## config.mk

```make
export PLATFORM = sky130hd
export DESIGN_NAME = sdal_div
export DESIGN_NICKNAME = d
export VERILOG_FILES = /design/src/sv/sdal_div.sv
export SDC_FILE = /design/constraint.sdc
export NUM_CORES = 1
export LEC_CHECK = 0
export ABC_AREA = 1
export BUFFER_PORTS_ARGS = -buffer_cell sky130_fd_sc_hd__clkbuf_2
export CELL_PAD_IN_SITES_DETAIL_PLACEMENT = 0
export CELL_PAD_IN_SITES_GLOBAL_PLACEMENT = 1
export CORE_ASPECT_RATIO = 0.9
export CORE_MARGIN = 2
export CORE_UTILIZATION = 35
export DETAILED_ROUTE_END_ITERATION = 16
export PLACE_DENSITY = 0.7
export REMOVE_ABC_BUFFERS = 1
export SLEW_MARGIN = 15
export SYNTH_ARGS = -nofsm -noshare
export SYNTH_HDL_FRONTEND = slang
export SYNTH_SLANG_ARGS = --single-unit
```

## constraint.sdc

```tcl
create_clock -name clk -period 2.3 [get_ports clk]
set_input_delay 0.23 -clock clk [delete_from_list [all_inputs] [get_ports clk]]
set_output_delay 0.23 -clock clk [all_outputs]
set_load 0.02 [all_outputs]
```

## src/sv/sdal_div.sv

```systemverilog
// iterative restoring divider giving the remainder, one bit per cycle
// no dependencies
`default_nettype none

module sdal_div #(
	parameter int W = 34
) (
	input  wire logic         clk,
	input  wire logic         arst_n,
	input  wire logic         start,
	input  wire logic [W-1:0] dividend,
	input  wire logic [W-1:0] divisor,
	output logic              done,
	output logic      [W-1:0] remainder
);

	localparam int CW = $clog2(W + 1);

	logic [W-1:0]  rem_q, quo_q, den_q;
	logic [CW-1:0] cnt_q;
	logic          run_q, done_q;
	logic [W:0]    trial;
	logic          ge;

	assign trial = {rem_q, quo_q[W-1]};
	assign ge    = trial >= {1'b0, den_q};

	always_ff @(posedge clk or negedge arst_n) begin
		if (!arst_n) begin
			run_q  <= 1'b0;
			done_q <= 1'b0;
			cnt_q  <= '0;
		end else begin
			done_q <= 1'b0;
			if (start) begin
				run_q <= 1'b1;
				cnt_q <= CW'(W);
			end else if (run_q) begin
				cnt_q <= cnt_q - CW'(1);
				if (cnt_q == CW'(1)) begin
					run_q  <= 1'b0;
					done_q <= 1'b1;
				end
			end
		end
	end

	always_ff @(posedge clk) begin
		if (start) begin
			rem_q <= '0;
			quo_q <= dividend;
			den_q <= divisor;
		end else if (run_q) begin
			rem_q <= ge ? W'(trial - {1'b0, den_q}) : trial[W-1:0];
			quo_q <= {quo_q[W-2:0], ge};
		end
	end

	assign done      = done_q;
	assign remainder = rem_q;

endmodule

`default_nettype wire

```

==> qor.yml, run 1 <==
power_density_nw_per_um2: 1070
crit_slowest_cell: "ha_2"
gr-total-overflow: 0
area_delta_synth_final_pct: 25.2
tightest_slew_ps: 441
core_area_sq_um: 20100
setup_viol: 0
grt_util_all_layers_pct: 18.7
max_freq_ghz: 0.458
synth.cell_area_sq_um: 7230
routed_wl_mm: 20.3
cts.sinks: 110
finalNonFillerCells: 1437
nFillCells: 2158
final-hold-violation-count: 0
place_ws_ps: -21.6
ant_nets: 0
cp-start-kind: "flip-flop"
cp_cell_sequence: "inv_1 -> ha_2 -> nand2_1 -> nor2_2 -> nand2_1 -> nor2_2 -> nand2_1 -> nand2_2 -> nor2_4 -> buf_12 -> buf_12 -> nand2_8 -> nand2_1 -> nand3_1 -> o21ai_1"
regToRegSetupSlack_ps: 120
total_power_mw: 9.70
drv_cap: 0
ys_seq_area_share_pct: 40.4
cpMostUsedCell: "nand2_1"
first_global_vias: 6330
grt_pass1_wl_mm: 32.2
fin_crit_ps: 2180
insertion_delay_ps: 380
syn_avg_cell_area_sq_um: 7.00
ff2ff_path_depth: 15
whs_endpoint: "den_q[1]$_DFFE_PP_"
multiInputGateArea_sq_um: 3800
viasPerCell: 4.57
clk_pin_slew_worst_paths_ps: 90
max_slew_margin_pct: 70.6
finalCritPeriodShare_pct: 95.0
dieArea_sq_um: 21800
layout-drive-gt1-share_pct: 21.9
max-vdd-ir-drop_mv: 0.410
final_common_cell: "nand2_1"
outcome: "completed"
worst_slack_ps: 116
regArea_sq_um: 2920
synth-xor-area-share_pct: 2.18
syn-instance-count: 1033
required_ps: 2570
routed-via-count: 6570
cts_max_level: 3
hpwlAfterDp_mm: 15.1
synth_cell_types: 40
fin_nets: 1285
mostFrequentLayoutCells: "nand2_1, inv_1, clkbuf_2"
timing.final.max_slew_violations: 0
yosys.area_share.adder_pct: 6.50
clk_path_buf_depth: 2
remaining_drc_errors: 0
diodes: 0
end_kind: "flip-flop"
synth_mux_area_share_pct: 0
hold_path.class: "primary input to flip-flop"
cpLargestDelayFamily: "simple AND/OR/NAND/NOR gates"
die_x_microns: 156
synth_compound_area_share_pct: 4.05
firstDrtPassIters: 5
initialDrtViolationCount: 351
yosys.area.top_type: "edfxtp_1"
hold_depth: 1
port_buffers: 105
grt_antenna_before_repair: 0
grt_max_degree: 60
root_buffer: "clkbuf_16"
ys_seq_elements: 110
critPathBufInv: 3
critPathMaxFanout: 8
yosys_warnings: 0
core.rowCount: 49
crit_path_max_incr_delay_ps: 390
gp_congestion: 0.892
start_util_pct: 36.0
leakage_nw: 4.79
ios: 106
reg2reg_to: "remainder[9]$_SDFFE_PP0P_"
r2r_start: "den_q[27]$_DFFE_PP_"
dp_cells: 1414
die_h_microns: 140
cp_data_arrival_time_ps: 2450
wl_per_cell_microns: 14.2
min_from: "divisor[1]"
synth_area_leaders: "edfxtp_1, nand2_1, dfxtp_1, inv_1, ha_1"
synth-simple-area-share_pct: 35.4
crit_type: "flip-flop to flip-flop"
synth_top_area_share_pct: 28.2
cts_buffers: 9
finalClockSkew_ps: 13.5
cts_tree: "built"
synth_top_family_by_area: "simple AND/OR/NAND/NOR gates"
[area by class of cell]
class / instances / area share (%)
well taps: 255 / 3.52
clock inverters: 7 / 1.01
inverters: 185 / 7.67
clock buffers: 9 / 2.49
repair buffers: 155 / 11.1
multi-input cells: 716 / 42.0
flip-flops and latches: 110 / 32.3
[worst max path at each step]
stage	to	startpoint	depth (start not counted)
2_1_floorplan	quo_q[0]$_DFFE_PP_	run_q$_DFF_PN0_	2
3_3_place_gp	remainder[28]$_SDFFE_PP0P_	quo_q[33]$_DFFE_PP_	16
3_5_place_dp	remainder[28]$_SDFFE_PP0P_	quo_q[33]$_DFFE_PP_	16
4_1_cts	remainder[26]$_SDFFE_PP0P_	quo_q[33]$_DFFE_PP_	16
5_1_grt	remainder[21]$_SDFFE_PP0P_	den_q[16]$_DFFE_PP_	15
6_report	remainder[9]$_SDFFE_PP0P_	den_q[27]$_DFFE_PP_	15
[logic make-up after synthesis]
logic type / after synthesis
adder cells (fa/ha/maj): 37
buffers and inverters: 209
AND/OR/NAND/NOR: 604
XOR/XNOR: 18
AO/OA/AOI/OAI: 55
flip-flops: 110
[stage by stage]
step	utilization (%)	setup TNS [ps]	hold slack, ps	instance area [sq um]
final	45.0	0	15.8	9060
after global routing	45.0	-220	8.62	9060
after CTS	43.0	0	7.05	8650
after detailed placement	41.4	-21.6	89.5	8320
after global placement	41.4	0	85.8	8320
after floorplan	-	-1010	-65.6	7100
[synthesized netlist by cell type (all sizes together)]
cell type	n
or3b	1
o21bai	3
clkinv	3
xnor2	14
a31oi	1
clkbuf	11
fa	1
nor3	5
dfxtp	34
o21ai	26
nand3b	22
xor2	4
inv	182
o21a	1
dfrtp	8
nor4	1
a22oi	1
buf	13
and3	1
or2	1
ha	36
nand2	429
a21oi	23
nand3	75
nor2	63
edfxtp	68
nand4	6
[registers in the layout (all words and copies together) (netlist names)]
register / flops
den_q: 34
remainder: 34
run_q: 1
cnt_q: 6
quo_q: 34
done: 1
[metal layers]
metal	routed length [microns]	global-route usage [%]
met1	10200	26.1
met2	8820	29.3
met3	1030	4.27
met4	325	4.64
met5	0	0
[where the power goes]
part           switching, mW  internal [mW]  total (mW)
logic                   3.16           2.15        5.31
clock network          0.912          0.801        1.71
registers              0.232           2.45        2.68
[repair_timing]
| action | in CTS | in global routing |
|---|---|---|
| pin swaps | 0 | 9 |
| setup buffers | 0 | 3 |
| hold buffers | 1 | 0 |
| endpoints found under the hold margin | 8 | 0 |
| resized for setup | 4 | 72 |
| setup endpoints to repair | 5 | 35 |
| cloned | 0 | 3 |
Power figures use the tool's default switching activity.
==> inputs of run 2 (changes only) <==
--- a/config.mk
+++ b/config.mk
@@ -13,7 +13,7 @@
 export CORE_MARGIN = 2
 export CORE_UTILIZATION = 35
 export DETAILED_ROUTE_END_ITERATION = 16
-export PLACE_DENSITY = 0.7
+export PLACE_DENSITY = 0.67
 export REMOVE_ABC_BUFFERS = 1
 export SLEW_MARGIN = 15
 export SYNTH_ARGS = -nofsm -noshare
==> constraint.sdc (replaced) <==
create_clock -name clk -period 2.1 [get_ports clk]
set_input_delay 0.21 -clock clk [delete_from_list [all_inputs] [get_ports clk]]
set_output_delay 0.21 -clock clk [all_outputs]
set_load 0.02 [all_outputs]
==> run 2 against run 1 <==
Net effect: power increased by 31%; sequential power increased by 11%; flip-flop and latch count unchanged; critical path type unchanged; combinational power increased by 50%; fmax up 5.5%; highest routed layer unchanged; first-iteration DRC count decreased by 9.1%; utilization grew 8.9 points; largest power group unchanged; largest cell class unchanged; non-clock buffer count grew 118; worst setup slack worse by 87 ps; critical endpoint is now remainder[26]$_SDFFE_PP0P_.
==> qor.yml, run 2 (same netlist as run 1, synthesis figures left out) <==
outcome: "completed"  # unchanged
cp-start-kind: "flip-flop"  # unchanged
finalClockSkew_ps: 14.4  # was 13.5 ps
min_from: "divisor[4]"  # was divisor[1]
holdWs_ps: 13.9  # was 15.8 ps
finalCoreUtilization_pct: 54.0  # was 45.0%
hold_path.class: "primary input to flip-flop"  # unchanged
clk_pin_slew_worst_paths_ps: 80  # was 90 ps
core.rowCount: 49  # unchanged
insertion_delay_ps: 380  # about the same
fin_crit_ps: 2070  # was 2180 ps
dieArea_sq_um: 21800  # unchanged
wl_met1_mm: 10.9  # was 10.2 mm
end_kind: "flip-flop"  # unchanged
final-hold-violation-count: 0  # unchanged
dr_wl_met2_mm: 10.3  # was 8.82 mm
routed-via-count: 7083  # was 6570
clk_path_buf_depth: 2  # unchanged
initialDrtViolationCount: 319  # was 351
core_area_sq_um: 20100  # unchanged
fin_setup_tns_ps: 0  # unchanged
start_util_pct: 36.0  # unchanged
hpwlAfterDp_mm: 15.8  # was 15.1 mm
timing.final.max_slew_violations: 0  # unchanged
place_ws_ps: -171  # was -21.6 ps
port_buffers: 105  # unchanged
total_power_mw: 12.7  # was 9.70 mW
ant_nets: 0  # unchanged
max_slew_margin_pct: 60.8  # was 70.6%
final_cell_area_sq_um: 10900  # was 9060 sq um
gr-total-overflow: 0  # unchanged
root_buffer: "clkbuf_16"  # unchanged
finalCritPeriodShare_pct: 98.6  # was 95.0%
cts.sinks: 110  # unchanged
grt_max_degree: 51  # was 60
required_ps: 2410  # was 2570 ps
dr.max_layer_used: "met4"  # unchanged
crit_type: "flip-flop to flip-flop"  # unchanged
diodes: 0  # unchanged
gp_congestion: 0.893  # was 0.892
grt_util_all_layers_pct: 19.7  # was 18.7%
remaining_drc_errors: 0  # unchanged
cts_tree: "built"  # unchanged
r2r_start: "quo_q[33]$_DFFE_PP_"  # was den_q[27]$_DFFE_PP_
routed_wl_mm: 22.6  # was 20.3 mm
grt_pass1_wl_mm: 34.1  # was 32.2 mm
nFillCells: 1992  # was 2158
cts_buffers: 9  # unchanged
rsz0062_at_grt: "yes"
grt_antenna_before_repair: 0  # unchanged
first_global_vias: 6736  # was 6330
viasPerCell: 4.55  # was 4.57
max_freq_ghz: 0.483  # was 0.458 GHz
layout-drive-gt1-share_pct: 38.1  # was 21.9%
dp_cells: 1502  # was 1414
die_h_microns: 140  # unchanged
die_x_microns: 156  # unchanged
firstDrtPassIters: 5  # unchanged
power_density_nw_per_um2: 1170  # was 1070 nW/um^2
finalNonFillerCells: 1558  # was 1437
cp_data_arrival_time_ps: 2390  # was 2450 ps
leakage_nw: 5.66  # was 4.79 nW
area_delta_synth_final_pct: 50.0  # was 25.2%
max-vdd-ir-drop_mv: 0.497  # was 0.410 mV
drv_cap: 0  # unchanged
dr_wl_met3_mm: 1.14  # was 1.03 mm
tightest_slew_ps: 588  # was 441 ps
fin_nets: 1406  # was 1285
multiInputGateArea_sq_um: 4660  # was 3800 sq um
wl_per_cell_microns: 14.5  # was 14.2 microns
mostFrequentLayoutCells: "nand2_1, inv_1, buf_4"  # was nand2_1, inv_1, clkbuf_2
final_common_cell: "nand2_1"  # unchanged
critical_path.startpoint: "quo_q[33]$_DFFE_PP_"  # was den_q[27]$_DFFE_PP_
setup_viol: 0  # unchanged
placed_area_sq_um: 8980  # was 8320 sq um
worst_slack_ps: 28.8  # was 116 ps
regArea_sq_um: 2920  # unchanged
cts_max_level: 3  # unchanged
critPathMaxFanout: 3  # was 8
ios: 106  # unchanged
-- run 2: repair_timing --
item,CTS,global route
gates cloned,1,6
resized for setup,51,211
pin swaps,4,85
hold endpoints to repair,25,0
setup endpoints to repair,35,35
hold buffers,18,0
setup buffers,2,13
-- run 2: where the power goes --
| group | leakage (nW) | switching [mW] | internal [mW] |
|---|---|---|---|
| sequential | 1.08 | 0.282 | 2.68 |
| combinational | 4.44 | 4.31 | 3.65 |
| clock | 0.143 | 0.947 | 0.844 |
| total | 5.66 | 5.54 | 7.18 |
-- run 2: critical path, cell delays in order (launching register included) --
cell	delay (ps)
edfxtp_1	380
inv_2	90
ha_4	130
inv_2	40
fa_2	370
nand2_2	90
nand3_4	80
nand3_2	70
nand2_2	70
nand2_1	70
nand2_2	90
nand2_2	110
nand3_2	70
nand2_2	90
nand2_2	70
nand2_2	80
nand3_2	50
nand2_1	80
-- run 2: routing by layer --
metal | vias to the layer above | track usage, %
met5 | - | 0
met4 | 0 | 4.83
met3 | 14 | 4.36
met2 | 132 | 31.3
met1 | 3191 | 27.4
li1 | 3746 | -
-- run 2: path summary, 6_finish.rpt --
path,to,slack [ps],cells past startpoint
setup / recovery,remainder[26]$_SDFFE_PP0P_,30,17
hold / removal,den_q[4]$_DFFE_PP_,10,1
setup reg to reg,remainder[26]$_SDFFE_PP0P_,30,17
hold reg to reg,remainder[33]$_SDFFE_PP0P_,470,2
max in group asynchronous,cnt_q[0]$_DFFE_PN0P_,1710,2
min in group asynchronous,cnt_q[4]$_DFFE_PN0P_,210,2
-- run 2: final cells by class --
type,count,area share [%]
Multi-Input combinational cell,719,42.9
Sequential cell,110,26.9
Timing Repair Buffer,273,18.1
Inverter,185,6.40
Tap cell,255,2.94
Clock buffer,10,2.11
Clock inverter,6,0.577
